--- config.mk ---
export PLATFORM = sky130hd
export DESIGN_NAME = graph_bfs_dfs_traversal_top
export DESIGN_NICKNAME = d
export VERILOG_FILES = /design/src/rtl/core/gtrav_pkg.sv /design/src/rtl/core/gtrav_ram.sv /design/src/rtl/core/gtrav_result.sv /design/src/rtl/core/graph_bfs_dfs_traversal_top.sv
export SDC_FILE = /design/constraint.sdc
export NUM_CORES = 2
export LEC_CHECK = 0
export BUFFER_PORTS_ARGS = -buffer_cell sky130_fd_sc_hd__clkbuf_2
export CAP_MARGIN = 30
export CORE_UTILIZATION = 70
export CTS_BUF_LIST = sky130_fd_sc_hd__clkbuf_8
export DETAILED_ROUTE_END_ITERATION = 10
export PLACE_DENSITY = 0.87
export SYNTH_ARGS = -nofsm -noshare
export SYNTH_HDL_FRONTEND = slang
export SYNTH_HIERARCHICAL = 1
export SYNTH_SLANG_ARGS = --single-unit
--- constraint.sdc ---
create_clock -name clk_i -period 7.35 [get_ports clk_i]
set_input_delay 1.1025 -clock clk_i [delete_from_list [all_inputs] [get_ports clk_i]]
set_output_delay 1.1025 -clock clk_i [all_outputs]
set_load 0.03 [all_outputs]
--- src/rtl/core/gtrav_pkg.sv ---
// Shared types and constants of the graph traversal engine.
// No dependencies; the files that use it refer to it by scoped names.
package gtrav_pkg;

  localparam int unsigned NODE_W = 5;
  localparam int unsigned ID_SPAN = 1 << NODE_W;

  typedef enum logic [1:0] {
    OP_EDGE  = 2'd0,
    OP_BFS   = 2'd1,
    OP_DFS   = 2'd2,
    OP_CLEAR = 2'd3
  } opcode_e;

  typedef enum logic [1:0] {
    STAT_VISITED = 2'd0,
    STAT_STORED  = 2'd1,
    STAT_DROPPED = 2'd2,
    STAT_CLEARED = 2'd3
  } status_e;

  typedef enum logic [3:0] {
    S_IDLE,
    S_E_RDA,
    S_E_RDB,
    S_E_WRA,
    S_E_WRB,
    S_B_INIT,
    S_B_POP,
    S_B_FRONT,
    S_B_SCAN,
    S_D_INIT,
    S_D_TOP,
    S_D_CHK,
    S_D_POP
  } state_e;

  typedef enum logic [1:0] {
    REQ_NONE,
    REQ_NODE,
    REQ_FLUSH,
    REQ_DIRECT
  } req_kind_e;

  typedef struct packed {
    req_kind_e          kind;
    status_e            status;
    logic [NODE_W-1:0]  node;
  } req_t;

endpackage

--- src/rtl/core/gtrav_ram.sv ---
// Generic simple dual-port RAM: one write port, one read port, registered read.
// No dependencies.
module gtrav_ram #(
  parameter int unsigned WIDTH = 8,
  parameter int unsigned DEPTH = 32,
  localparam int unsigned AW = (DEPTH > 1) ? $clog2(DEPTH) : 1
) (
  input  logic             clk_i,
  input  logic             we_i,
  input  logic [AW-1:0]    waddr_i,
  input  logic [WIDTH-1:0] wdata_i,
  input  logic [AW-1:0]    raddr_i,
  output logic [WIDTH-1:0] rdata_o
);

  logic [WIDTH-1:0] mem [DEPTH];

  always_ff @(posedge clk_i) begin
    if (we_i) begin
      mem[waddr_i] <= wdata_i;
    end
    rdata_o <= mem[raddr_i];
  end

endmodule

--- src/rtl/core/gtrav_result.sv ---
// Result stage: holds back the latest visited node until the next one or the
// end of the walk is known, so that last can be set. Depends on gtrav_pkg.
module gtrav_result (
  input  logic                           clk_i,
  input  logic                           rst_ni,
  input  gtrav_pkg::req_t                req_i,
  output logic                           valid_o,
  output logic [1:0]                     status_o,
  output logic [gtrav_pkg::NODE_W-1:0]   node_o,
  output logic                           last_o
);

  logic                          pend_valid_q, pend_valid_d;
  logic [gtrav_pkg::NODE_W-1:0]  pend_node_q, pend_node_d;
  logic                          valid_q, valid_d;
  logic [1:0]                    status_q, status_d;
  logic [gtrav_pkg::NODE_W-1:0]  node_q, node_d;
  logic                          last_q, last_d;

  always_comb begin
    pend_valid_d = pend_valid_q;
    pend_node_d  = pend_node_q;
    valid_d      = 1'b0;
    status_d     = gtrav_pkg::STAT_VISITED;
    node_d       = pend_node_q;
    last_d       = 1'b0;
    unique case (req_i.kind)
      gtrav_pkg::REQ_NODE: begin
        valid_d      = pend_valid_q;
        pend_valid_d = 1'b1;
        pend_node_d  = req_i.node;
      end
      gtrav_pkg::REQ_FLUSH: begin
        valid_d      = pend_valid_q;
        last_d       = 1'b1;
        pend_valid_d = 1'b0;
      end
      gtrav_pkg::REQ_DIRECT: begin
        valid_d  = 1'b1;
        status_d = req_i.status;
        node_d   = '0;
        last_d   = 1'b1;
      end
      default: begin
      end
    endcase
  end

  always_ff @(posedge clk_i or negedge rst_ni) begin
    if (!rst_ni) begin
      pend_valid_q <= 1'b0;
      valid_q      <= 1'b0;
      status_q     <= '0;
      node_q       <= '0;
      last_q       <= 1'b0;
    end else begin
      pend_valid_q <= pend_valid_d;
      valid_q      <= valid_d;
      status_q     <= status_d;
      node_q       <= node_d;
      last_q       <= last_d;
    end
  end

  always_ff @(posedge clk_i) begin
    pend_node_q <= pend_node_d;
  end

  assign valid_o  = valid_q;
  assign status_o = status_q;
  assign node_o   = node_q;
  assign last_o   = last_q;

endmodule

--- src/rtl/core/graph_bfs_dfs_traversal_top.sv ---
// Top level of the graph traversal engine: sequencer, neighbour counts, visit
// marks, adjacency RAM and work RAM. Depends on gtrav_pkg, gtrav_ram, gtrav_result.
//
// A request is taken when start_i is high and busy_o low. A clear stays in idle;
// an add-edge reads the counts of a and b, then writes the entry of a, and of b
// too when undirected, or stops after the reads when the edge is dropped. A
// breadth-first walk pops a node, fetches it and scans its adjacency entries; a
// depth-first walk takes a step and a check state per entry and a pop state per
// backtrack, as the adjacency RAM has a registered read. Either walk opens with
// an init state and closes with a flush. Results appear on result_valid_o for
// one cycle each and cannot be held off; a visited node is shown once the next
// one is found or the walk ends, so the walk's final node carries last_o. The
// block never stalls on the receiver. Neither RAM needs clearing.
module graph_bfs_dfs_traversal_top #(
  parameter int unsigned NODES      = 32,
  parameter int unsigned MAX_DEGREE = 8
) (
  input  logic                          clk_i,
  input  logic                          rst_ni,
  input  logic                          start_i,
  input  logic [1:0]                    opcode_i,
  input  logic [gtrav_pkg::NODE_W-1:0]  node_a_i,
  input  logic [gtrav_pkg::NODE_W-1:0]  node_b_i,
  input  logic                          directed_i,
  output logic                          busy_o,
  output logic                          result_valid_o,
  output logic [1:0]                    status_o,
  output logic [gtrav_pkg::NODE_W-1:0]  node_o,
  output logic                          last_o
);

  localparam int unsigned NW  = gtrav_pkg::NODE_W;
  localparam int unsigned NN  = (NODES < gtrav_pkg::ID_SPAN) ? NODES : gtrav_pkg::ID_SPAN;
  localparam int unsigned IW  = $clog2(NN);
  localparam int unsigned SPW = IW + 1;
  localparam int unsigned CW  = $clog2(MAX_DEGREE + 1);
  localparam int unsigned PW  = (MAX_DEGREE > 1) ? $clog2(MAX_DEGREE) : 1;
  localparam int unsigned WW  = NW + CW;
  localparam int unsigned ADJ_DEPTH = NN * (1 << PW);

  gtrav_pkg::state_e state_q, state_d;
  gtrav_pkg::req_t   req;

  logic          accept;
  logic [NW-1:0] a_q, b_q;
  logic          dir_q;
  logic          a_in_ok, rng_ok, edge_ok;

  logic [CW-1:0] cnt_q [NN];
  logic [IW-1:0] cnt_idx;
  logic [CW-1:0] cnt_rd;
  logic          cnt_inc;
  logic [CW-1:0] cnt_a_q, cnt_a_d;

  logic [NN-1:0] mark_q;
  logic [IW-1:0] mark_idx;
  logic          mark_set, mark_clr, mark_rd;

  logic             adj_we;
  logic [IW+PW-1:0] adj_waddr, adj_raddr;
  logic [NW-1:0]    adj_wdata, adj_rdata;

  logic          work_we;
  logic [IW-1:0] work_waddr, work_raddr;
  logic [WW-1:0] work_wdata, work_rdata;

  logic [SPW-1:0] head_q, head_d, tail_q, tail_d;
  logic [NW-1:0]  f_q, f_d;
  logic [CW-1:0]  i_q, i_d;
  logic           rd_pend_q, rd_pend_d;
  logic [NW-1:0]  top_node_q, top_node_d;
  logic [CW-1:0]  top_pos_q, top_pos_d;
  logic [SPW-1:0] sp_q, sp_d, sp_m1, sp_m2;

  assign accept  = start_i && (state_q == gtrav_pkg::S_IDLE);
  assign busy_o  = (state_q != gtrav_pkg::S_IDLE);
  assign a_in_ok = 32'(node_a_i) < NN;
  assign rng_ok  = (32'(a_q) < NN) && (32'(b_q) < NN);
  assign cnt_rd  = cnt_q[cnt_idx];
  assign mark_rd = mark_q[mark_idx];
  assign sp_m1   = sp_q - SPW'(1);
  assign sp_m2   = sp_q - SPW'(2);

  always_comb begin
    if (!rng_ok) begin
      edge_ok = 1'b0;
    end else if (dir_q) begin
      edge_ok = 32'(cnt_a_q) < MAX_DEGREE;
    end else if (a_q == b_q) begin
      edge_ok = 32'(cnt_a_q) + 32'd2 <= MAX_DEGREE;
    end else begin
      edge_ok = (32'(cnt_a_q) < MAX_DEGREE) && (32'(cnt_rd) < MAX_DEGREE);
    end
  end

  always_comb begin
    state_d = state_q;
    unique case (state_q)
      gtrav_pkg::S_IDLE: begin
        if (start_i) begin
          unique case (gtrav_pkg::opcode_e'(opcode_i))
            gtrav_pkg::OP_EDGE:  state_d = gtrav_pkg::S_E_RDA;
            gtrav_pkg::OP_BFS:   state_d = a_in_ok ? gtrav_pkg::S_B_INIT : gtrav_pkg::S_IDLE;
            gtrav_pkg::OP_DFS:   state_d = a_in_ok ? gtrav_pkg::S_D_INIT : gtrav_pkg::S_IDLE;
            gtrav_pkg::OP_CLEAR: state_d = gtrav_pkg::S_IDLE;
            default:             state_d = gtrav_pkg::S_IDLE;
          endcase
        end
      end
      gtrav_pkg::S_E_RDA: state_d = gtrav_pkg::S_E_RDB;
      gtrav_pkg::S_E_RDB: state_d = edge_ok ? gtrav_pkg::S_E_WRA : gtrav_pkg::S_IDLE;
      gtrav_pkg::S_E_WRA: state_d = dir_q ? gtrav_pkg::S_IDLE : gtrav_pkg::S_E_WRB;
      gtrav_pkg::S_E_WRB: state_d = gtrav_pkg::S_IDLE;
      gtrav_pkg::S_B_INIT: state_d = gtrav_pkg::S_B_POP;
      gtrav_pkg::S_B_POP: begin
        state_d = (head_q == tail_q) ? gtrav_pkg::S_IDLE : gtrav_pkg::S_B_FRONT;
      end
      gtrav_pkg::S_B_FRONT: state_d = gtrav_pkg::S_B_SCAN;
      gtrav_pkg::S_B_SCAN: begin
        if (!(i_q < cnt_rd)) begin
          state_d = gtrav_pkg::S_B_POP;
        end
      end
      gtrav_pkg::S_D_INIT: state_d = gtrav_pkg::S_D_TOP;
      gtrav_pkg::S_D_TOP: begin
        if (top_pos_q < cnt_rd) begin
          state_d = gtrav_pkg::S_D_CHK;
        end else if (sp_q == SPW'(1)) begin
          state_d = gtrav_pkg::S_IDLE;
        end else begin
          state_d = gtrav_pkg::S_D_POP;
        end
      end
      gtrav_pkg::S_D_CHK: state_d = gtrav_pkg::S_D_TOP;
      gtrav_pkg::S_D_POP: state_d = gtrav_pkg::S_D_TOP;
      default:            state_d = gtrav_pkg::S_IDLE;
    endcase
  end

  always_comb begin
    cnt_idx    = a_q[IW-1:0];
    cnt_inc    = 1'b0;
    cnt_a_d    = cnt_a_q;
    mark_idx   = a_q[IW-1:0];
    mark_set   = 1'b0;
    mark_clr   = 1'b0;
    adj_we     = 1'b0;
    adj_waddr  = {a_q[IW-1:0], cnt_rd[PW-1:0]};
    adj_wdata  = b_q;
    adj_raddr  = {f_q[IW-1:0], i_q[PW-1:0]};
    work_we    = 1'b0;
    work_waddr = tail_q[IW-1:0];
    work_wdata = {CW'(0), adj_rdata};
    work_raddr = head_q[IW-1:0];
    head_d     = head_q;
    tail_d     = tail_q;
    f_d        = f_q;
    i_d        = i_q;
    rd_pend_d  = rd_pend_q;
    top_node_d = top_node_q;
    top_pos_d  = top_pos_q;
    sp_d       = sp_q;
    req.kind   = gtrav_pkg::REQ_NONE;
    req.status = gtrav_pkg::STAT_VISITED;
    req.node   = '0;
    unique case (state_q)
      gtrav_pkg::S_IDLE: begin
        if (accept && (gtrav_pkg::opcode_e'(opcode_i) == gtrav_pkg::OP_CLEAR)) begin
          mark_clr   = 1'b1;
          req.kind   = gtrav_pkg::REQ_DIRECT;
          req.status = gtrav_pkg::STAT_CLEARED;
        end
      end
      gtrav_pkg::S_E_RDA: begin
        cnt_a_d = cnt_rd;
      end
      gtrav_pkg::S_E_RDB: begin
        cnt_idx = b_q[IW-1:0];
        if (!edge_ok) begin
          req.kind   = gtrav_pkg::REQ_DIRECT;
          req.status = gtrav_pkg::STAT_DROPPED;
        end
      end
      gtrav_pkg::S_E_WRA: begin
        adj_we  = 1'b1;
        cnt_inc = 1'b1;
        if (dir_q) begin
          req.kind   = gtrav_pkg::REQ_DIRECT;
          req.status = gtrav_pkg::STAT_STORED;
        end
      end
      gtrav_pkg::S_E_WRB: begin
        cnt_idx    = b_q[IW-1:0];
        adj_waddr  = {b_q[IW-1:0], cnt_rd[PW-1:0]};
        adj_wdata  = a_q;
        adj_we     = 1'b1;
        cnt_inc    = 1'b1;
        req.kind   = gtrav_pkg::REQ_DIRECT;
        req.status = gtrav_pkg::STAT_STORED;
      end
      gtrav_pkg::S_B_INIT: begin
        mark_set   = 1'b1;
        work_we    = 1'b1;
        work_waddr = '0;
        work_wdata = {CW'(0), a_q};
        head_d     = '0;
        tail_d     = SPW'(1);
      end
      gtrav_pkg::S_B_POP: begin
        if (head_q == tail_q) begin
          req.kind = gtrav_pkg::REQ_FLUSH;
        end else begin
          head_d = head_q + SPW'(1);
        end
      end
      gtrav_pkg::S_B_FRONT: begin
        f_d       = work_rdata[NW-1:0];
        i_d       = '0;
        rd_pend_d = 1'b0;
        req.kind  = gtrav_pkg::REQ_NODE;
        req.node  = work_rdata[NW-1:0];
      end
      gtrav_pkg::S_B_SCAN: begin
        cnt_idx  = f_q[IW-1:0];
        mark_idx = adj_rdata[IW-1:0];
        if (rd_pend_q && !mark_rd) begin
          mark_set = 1'b1;
          work_we  = 1'b1;
          tail_d   = tail_q + SPW'(1);
        end
        if (i_q < cnt_rd) begin
          i_d       = i_q + CW'(1);
          rd_pend_d = 1'b1;
        end else begin
          rd_pend_d = 1'b0;
        end
      end
      gtrav_pkg::S_D_INIT: begin
        mark_set   = 1'b1;
        req.kind   = gtrav_pkg::REQ_NODE;
        req.node   = a_q;
        top_node_d = a_q;
        top_pos_d  = '0;
        sp_d       = SPW'(1);
      end
      gtrav_pkg::S_D_TOP: begin
        cnt_idx    = top_node_q[IW-1:0];
        adj_raddr  = {top_node_q[IW-1:0], top_pos_q[PW-1:0]};
        work_raddr = sp_m2[IW-1:0];
        if (top_pos_q < cnt_rd) begin
          top_pos_d = top_pos_q + CW'(1);
        end else if (sp_q == SPW'(1)) begin
          req.kind = gtrav_pkg::REQ_FLUSH;
        end else begin
          sp_d = sp_m1;
        end
      end
      gtrav_pkg::S_D_CHK: begin
        mark_idx   = adj_rdata[IW-1:0];
        work_waddr = sp_m1[IW-1:0];
        work_wdata = {top_pos_q, top_node_q};
        if (!mark_rd) begin
          mark_set   = 1'b1;
          work_we    = 1'b1;
          req.kind   = gtrav_pkg::REQ_NODE;
          req.node   = adj_rdata;
          top_node_d = adj_rdata;
          top_pos_d  = '0;
          sp_d       = sp_q + SPW'(1);
        end
      end
      gtrav_pkg::S_D_POP: begin
        top_node_d = work_rdata[NW-1:0];
        top_pos_d  = work_rdata[WW-1:NW];
      end
      default: begin
      end
    endcase
  end

  always_ff @(posedge clk_i or negedge rst_ni) begin
    if (!rst_ni) begin
      state_q <= gtrav_pkg::S_IDLE;
      for (int k = 0; k < NN; k++) begin
        cnt_q[k] <= '0;
      end
      mark_q <= '0;
    end else begin
      state_q <= state_d;
      if (cnt_inc) begin
        cnt_q[cnt_idx] <= cnt_rd + CW'(1);
      end
      if (mark_clr) begin
        mark_q <= '0;
      end else if (mark_set) begin
        mark_q[mark_idx] <= 1'b1;
      end
    end
  end

  always_ff @(posedge clk_i) begin
    if (accept) begin
      a_q   <= node_a_i;
      b_q   <= node_b_i;
      dir_q <= directed_i;
    end
    cnt_a_q    <= cnt_a_d;
    head_q     <= head_d;
    tail_q     <= tail_d;
    f_q        <= f_d;
    i_q        <= i_d;
    rd_pend_q  <= rd_pend_d;
    top_node_q <= top_node_d;
    top_pos_q  <= top_pos_d;
    sp_q       <= sp_d;
  end

  gtrav_ram #(
    .WIDTH (NW),
    .DEPTH (ADJ_DEPTH)
  ) u_adj_ram (
    .clk_i   (clk_i),
    .we_i    (adj_we),
    .waddr_i (adj_waddr),
    .wdata_i (adj_wdata),
    .raddr_i (adj_raddr),
    .rdata_o (adj_rdata)
  );

  gtrav_ram #(
    .WIDTH (WW),
    .DEPTH (NN)
  ) u_work_ram (
    .clk_i   (clk_i),
    .we_i    (work_we),
    .waddr_i (work_waddr),
    .wdata_i (work_wdata),
    .raddr_i (work_raddr),
    .rdata_o (work_rdata)
  );

  gtrav_result u_result (
    .clk_i    (clk_i),
    .rst_ni   (rst_ni),
    .req_i    (req),
    .valid_o  (result_valid_o),
    .status_o (status_o),
    .node_o   (node_o),
    .last_o   (last_o)
  );

endmodule

# Word-level counts from Yosys, hierarchy flattened
# Memories as Yosys holds them, arrays and structs flattened. A register that Yosys moved wholly into a read port is not among the register bits.
# Cells that the tools add are included.
op_classes:
  addsub: 9
  n_mul: 0
  n_div: 0
  n_lt_le_gt_ge: 9
  n_eq_ne: 30
  shifts: 0
  mux: 75
  bitwise: 2
  n_reduce_logical: 33
op_table:
  columns: ["cell", "n"]
  rows:
  - ["128-bit bitwise mux", 1]
  - ["32-bit 2-to-1 mux", 2]
  - ["4-bit 2-to-1 mux", 13]
  - ["5-bit case mux with 3 select lines", 3]
  - ["4-bit case mux with 10 select lines", 1]
  - ["32-bit bitwise OR", 1]
  - ["4-bit case mux with 4 select lines", 2]
  - ["5-bit 2-to-1 mux", 6]
  - ["6-bit 2-to-1 mux", 5]
  - ["6-bit case mux with 2 select lines", 2]
  - ["4-bit binary-select mux with 5-bit select", 1]
  - ["4-bit demux with 5-bit select", 1]
  - ["4-bit equality test, second input constant", 5]
  - ["6-bit by 1-bit adder with 6-bit output, second input constant", 3]
  - ["2-bit inequality test, second input constant", 9]
  - ["6-bit case mux with 3 select lines", 1]
  - ["9-bit case mux with 2 select lines", 1]
  - ["4-bit by 3-bit equality test with 1-bit output, second input constant", 4]
  - ["1-bit 2-to-1 mux", 16]
  - ["8-bit 2-to-1 mux", 2]
  - ["2-bit case mux with 8 select lines", 1]
  - ["2-bit OR reduction", 7]
  - ["4-bit by 1-bit adder with 4-bit output, second input constant", 3]
  - ["2-bit 2-to-1 mux", 5]
  - ["37 further kinds", 63]
totals:
  ff_bits: 231
  latchBits: 0
  ramBits: 1568
  mem_bits_ro: 0
  input_bits: 16
  output_inout_bits: 10
  n_memories: 2
mem_list:
  columns: ["name", "words", "width", "read_ports", "rd_ports_with_merged_regs", "write_ports", "line", "text"]
  rows:
  - ["u_adj_ram.mem", 256, 5, 1, 1, 1, "gtrav_ram.sv:16", "logic [WIDTH-1:0] mem [DEPTH];"]
  - ["u_work_ram.mem", 32, 9, 1, 1, 1, "gtrav_ram.sv:16", null]

# Logic depth before layout (Yosys ltp)
logic_depth:
  ltp_word: 16
  mapped_depth: 21
  depth_no_buf: 16

# Modules after synthesis
# Netlist, hierarchy kept.
modules_own_cells:
  columns: ["module", "n_inst", "cells_per_inst", "area_each_um2"]
  rows:
  - ["gtrav_ram at u_adj_ram", 1, 2497, 50284.5]
  - ["graph_bfs_dfs_traversal_top", 1, 1053, 11456.0]
  - ["gtrav_ram at u_work_ram", 1, 463, 11282.1]
  - ["gtrav_result", 1, 33, 525.5]

# Worst setup path after synthesis
# Ideal clock, no wire load.
synth_timing:
  path_kind: "register to register"
  startpoint: "register state_q[1]"
  endpoint: "memory u_work_ram/mem[12][0] in the netlist's numbering (enable)"
  setup_ns: 0.374
  arrival_time_ns: 4.237
  required_time_ns: 6.976
  path_slack_ns: 2.738
  stages_incl_launch_ff: 18
  synth_period_minus_slack_ns: 4.612
  cell_sequence: "dfrtp_1 > buf_6 > or2_1 > clkbuf_1 > a21o_1 > buf_6 > mux2i_1 > nor3b_1 > inv_1 > o22ai_1 > or4_1 > buf_2 > nand2_1 > o21ai_0 > nand2b_1 > or3b_2 > clkbuf_1 > nor2_1"
synth_between:
  elab_chain_len: 11
synth_lines:
  columns: ["item", "line", "text"]
  rows:
  - ["start: declaration", "graph_bfs_dfs_traversal_top.sv:41", "gtrav_pkg::state_e state_q, state_d;"]
  - ["start signal: assignment", "graph_bfs_dfs_traversal_top.sv:283", "state_q <= gtrav_pkg::S_IDLE;"]
  - ["start signal: assignment", "graph_bfs_dfs_traversal_top.sv:289", "state_q <= state_d;"]
  - ["4-bit equality test", "graph_bfs_dfs_traversal_top.sv:166", "unique case (state_q)"]
  - ["2-bit OR reduction (no line)", null, null]
  - ["5-bit 2-to-1 mux", "graph_bfs_dfs_traversal_top.sv:166", null]
  - ["1-bit binary-select mux with 5-bit select", "graph_bfs_dfs_traversal_top.sv:80", "assign mark_rd = mark_q[mark_idx];"]
  - ["1-bit 2-to-1 mux (not written as such)", "graph_bfs_dfs_traversal_top.sv:80", null]
  - ["1-bit logical NOT", null, null]
  - ["1-bit logical AND", "graph_bfs_dfs_traversal_top.sv:226", "if (rd_pend_q && !mark_rd) begin"]
  - ["1-bit 2-to-1 mux", "graph_bfs_dfs_traversal_top.sv:226", null]
  - ["1-bit case mux with 3 select lines (*)", "graph_bfs_dfs_traversal_top.sv:166", null]
  - ["net work_we", "graph_bfs_dfs_traversal_top.sv:63", "logic work_we;"]
  - ["1-bit 2-to-1 mux (*)", "gtrav_ram.sv:19", "if (we_i) begin"]
  - ["1-bit 2-to-1 mux (not written as such) (*)", "gtrav_ram.sv:20", "mem[waddr_i] <= wdata_i;"]
  - ["end: declaration", "gtrav_ram.sv:16", null]
# Mark *: on every way through the listed nets, which the timed path passes. The rest lies on a longest branch. The select of a mux whose other input is x is not followed.

# Worst setup path in the final report
layout_timing:
  startpoint: "register state_q[1]"
  endpoint: "memory u_work_ram/mem[15][3] in the netlist's numbering (enable)"
# The elaborated chain is that of the path after synthesis.

==> flow_metrics.env <==
export IMPL_outcome="finished, final reports clean"
export IMPL_report_final_hold_viol_count=0
export IMPL_synthTopCellsByArea="edfxtp_1 (66%), mux4_2 (13%), dfrtp_1 (5.9%)"
export IMPL_p_int_mw=18.7
export IMPL_yosysTopAreaCellShare_pct=66.3
export IMPL_clockBufferDepth=4
export IMPL_timing_hold_ws_ns=0.262
export IMPL_die_width_um=326
export IMPL_use_met3_pct=10.8
export IMPL_timing_critical_path_to_type="register"
export IMPL_global_route_wire_length_before_repair_mm=275
export IMPL_post_synth_instance_area_um2=73500
export IMPL_dr_pass1_iters=8
export IMPL_rsz_0062_raised_after_global_routing="no"
export IMPL_routability_cong=0.936
export IMPL_fin_worst_skew_ns=0.0717
export IMPL_synthesis_warnings=6
export IMPL_max_freq_ghz=0.159
export IMPL_arrival_ns=6.83
export IMPL_top_usage_layer="met2"
export IMPL_grt_pass1_vias=42475
export IMPL_globalRoute_totalOverflow=0
export IMPL_synth_edff_count=1625
export IMPL_drc=0
export IMPL_synth_cell_types=73
export IMPL_drt_iter0_drc=7506
export IMPL_finalNetCount=4261
export IMPL_worstSetupStartpointType="register"
export IMPL_tritoncts_clock_tree="built"
export IMPL_htree_num_levels=5
export IMPL_clkLatencyLatePin_ns=0.98
export IMPL_synthFlopType="edfxtp_1"
export IMPL_cell_area_power_density_nw_per_um2=341
export IMPL_timing_setup_critical_path_class="register to register"
export IMPL_leakagePower_nw=27.0
export IMPL_dp_final_hpwl_mm=112
export IMPL_area_delta_synth_final_pct=9.60
export IMPL_synthesized_net_count=4084
export IMPL_start_util_pct=70.9
export IMPL_worst_slew_pin_slew_ns=1.09
export IMPL_synthesized_area_per_cell_um2=18.2
export IMPL_postCtsHoldBufs=0
export IMPL_post_route_min_period_ns=6.28
export IMPL_die_height_um=326
export IMPL_cts_clk_slew_worst_paths_ns=0.06
export IMPL_clk_root_buffer_cell="clkbuf_8"
export IMPL_fraction_of_power_consumed_by_the_clock_network_pct=28.9
export IMPL_cts_num_sinks=1813
export IMPL_wl_mm=187
export IMPL_antenna_left=0
export IMPL_max_slew_margin_rel_pct=26.5
export IMPL_post_drt_wl_per_cell_um=32.3
export IMPL_ratio_of_routed_vias_to_standard_cells=7.30
export IMPL_seq_power_share_pct=46.8
export IMPL_yosys_area_top_type="edfxtp_1"
export IMPL_global_route_usage_total_pct=35.8
export IMPL_core_utilization_of_the_finished_layout_pct=77.7
export IMPL_design_core_area_um2=104000
export IMPL_worst_path_max_fanout=20
export IMPL_row_count=118
export IMPL_asyncSetResetFlopFracSynth_pct=9.60
export IMPL_pwr_share_comb_pct=24.3
export IMPL_final_max_slew_violation_count=0
export IMPL_initial_antenna_violation_count=5
export IMPL_groute_layer_met2_usage_pct=55.0
export IMPL_ctsResizeCount=0
export IMPL_switching_power_mw=8.73
export IMPL_total_clock_buffers_created_by_cts=289
export IMPL_layout_cells_sized_above_1_pct=23.0
export IMPL_cap_viol_max_count=0
export IMPL_design_die_area_um2=106000
export IMPL_yosys_register_bits=1813
export IMPL_ioPinCount=26
export IMPL_detailroute_via_count=42385
export IMPL_pin_count_of_the_biggest_net_entering_global_routing=164
export IMPL_syn_inst=4046
export IMPL_fin_setup_tns_ns=0
export IMPL_setup_violations=0
export IMPL_netSwitchingFraction_pct=31.8
export IMPL_gr_usage_met1_pct=47.3
export IMPL_hold_path_class="input pin to async pin"
export IMPL_cp_data_required_time_ns=7.90
export IMPL_cts_post_setup_buffers_inserted=0
export IMPL_final_period_utilization_pct=85.5
export IMPL_power_ir_vdd_worst_v=0.000630
export IMPL_synth_seq_area_share_pct=72.6
export IMPL_portBuffers=25
## state kept, by name, indices dropped and copies added, names as in the netlist, 6 cells and up
name / flops
cnt_q: 128
head_q: 6
mark_q: 32
sp_q: 6
tail_q: 6
u_adj_ram/mem: 1280
u_work_ram/mem: 288
u_work_ram/rdata_o: 9
## final cells by class
class,instances,area (µm²)
Sequential cell,1813,53400
Clock inverter,191,1020
Fill cell,4826,23200
Clock buffer,301,4140
Antenna cell,5,12.5
Inverter,31,116
Timing Repair Buffer,128,1160
Multi-Input combinational cell,1960,19000
Tap cell,1380,1730
## worst max-delay path, stage by stage, from the launching register on
cell and delay (ns):
dfrtp_1 0.82, or2_1 0.29, a21o_1 0.41, mux2i_4 0.80
mux2i_1 0.26, mux2i_1 0.09, o32ai_1 0.27, or4_1 0.35
nand2_1 0.10, o21ai_0 0.72, nand2b_1 0.37, nand3_1 0.48
nor2_1 0.91
## placed cells by master, fill, tap and decap left out, drive strengths merged, types with 89 or more instances in the layout
| master | n |
|---|---|
| edfxtp | 1625 |
| mux4 | 411 |
| nor2 | 383 |
| clkbuf | 328 |
| nand2 | 218 |
| dfrtp | 174 |
| mux2i | 132 |
| inv | 113 |
| buf | 101 |
| o21ai | 92 |
| clkinv | 89 |
## power groups by stage
stage	clock [mW]	combinational [mW]	sequential (mW)
global route	8.43	6.93	12.9
detailed placement	0	6.37	13.0
global placement	0	5.92	13.0
CTS	7.99	6.44	12.8
finish	7.94	6.68	12.8
floorplan	0	4.15	12.9
## logic make-up (layout without fill, tap and decap cells)
| group | after synthesis | in the layout | share of synthesized area [%] |
|---|---|---|---|
| xor gates and xnor gates | 31 | 31 | 0.369 |
| other | 0 | 5 | 0 |
| and+or+nand+nor | 859 | 859 | 5.16 |
| DFF | 1813 | 1813 | 72.6 |
| adders and majority gates | 22 | 22 | 0.374 |
| muxes | 624 | 624 | 15.6 |
| buffers and inverters | 273 | 651 | 1.79 |
| AOI/OAI and AO/OA | 424 | 424 | 4.03 |
## per-stage QoR
step	cell area, µm²	power (mW)	setup slack [ns]	cells
floorplan	73500	17.1	2.74	4046
global placement	75100	18.9	1.60	5291
finish	80600	27.4	1.07	5809
global route	80600	28.2	0.848	5806
detailed placement	75300	19.4	1.29	5302
CTS	80400	27.2	1.26	5794
## Yosys cell counts, types with 8 or more instances
master	instances
a211oi_1	13
a21oi_1	53
a221o_1	12
a221oi_1	12
a22o_1	8
a22oi_1	66
a31oi_1	9
a32o_1	33
and2_1	17
and3_1	8
buf_1	25
buf_2	32
buf_4	36
buf_6	15
clkbuf_1	133
dfrtp_1	174
dfxtp_1	14
edfxtp_1	1625
ha_1	22
inv_1	31
mux2_2	81
mux2i_1	131
mux4_2	411
nand2_1	217
nand2b_1	17
nand3_1	76
nand3b_1	8
nand4_1	17
nor2_1	383
nor2b_1	29
nor3_1	38
nor4_1	18
o21ai_0	88
o221ai_1	10
o22ai_1	47
o31ai_1	12
or2_2	8
xnor2_1	17
xor2_1	14
## routing by layer
layer | routed length, µm | up-vias
met5 | 103 | -
met4 | 10700 | 4
met3 | 27100 | 804
met2 | 88600 | 3919
met1 | 61000 | 21037
li1 | - | 16621
## path summary, 6_finish.rpt
| path | from | to | slack (ns) | depth (start not counted) |
|---|---|---|---|---|
| max | state_q[1]$_DFFE_PN0P_ | u_work_ram/mem[15][3]$_DFFE_PP_ | 1.07 | 12 |
| min | rst_ni | mark_q[28]$_DFFE_PN0P_ | 0.26 | 1 |
| max reg2reg | state_q[1]$_DFFE_PN0P_ | u_work_ram/mem[15][3]$_DFFE_PP_ | 1.07 | 12 |
| min reg2reg | u_result/pend_node_q[4]$_DFFE_PN_ | u_result/node_o[4]$_DFF_PN0_ | 0.45 | 1 |
| max in group asynchronous | rst_ni | cnt_q[81]$_DFFE_PN0P_ | 5.59 | 2 |
| min in group clk_i | node_b_i[1] | b_q[1]$_DFFE_PP_ | 0.35 | 1 |
(Power assumes the default switching activity.)
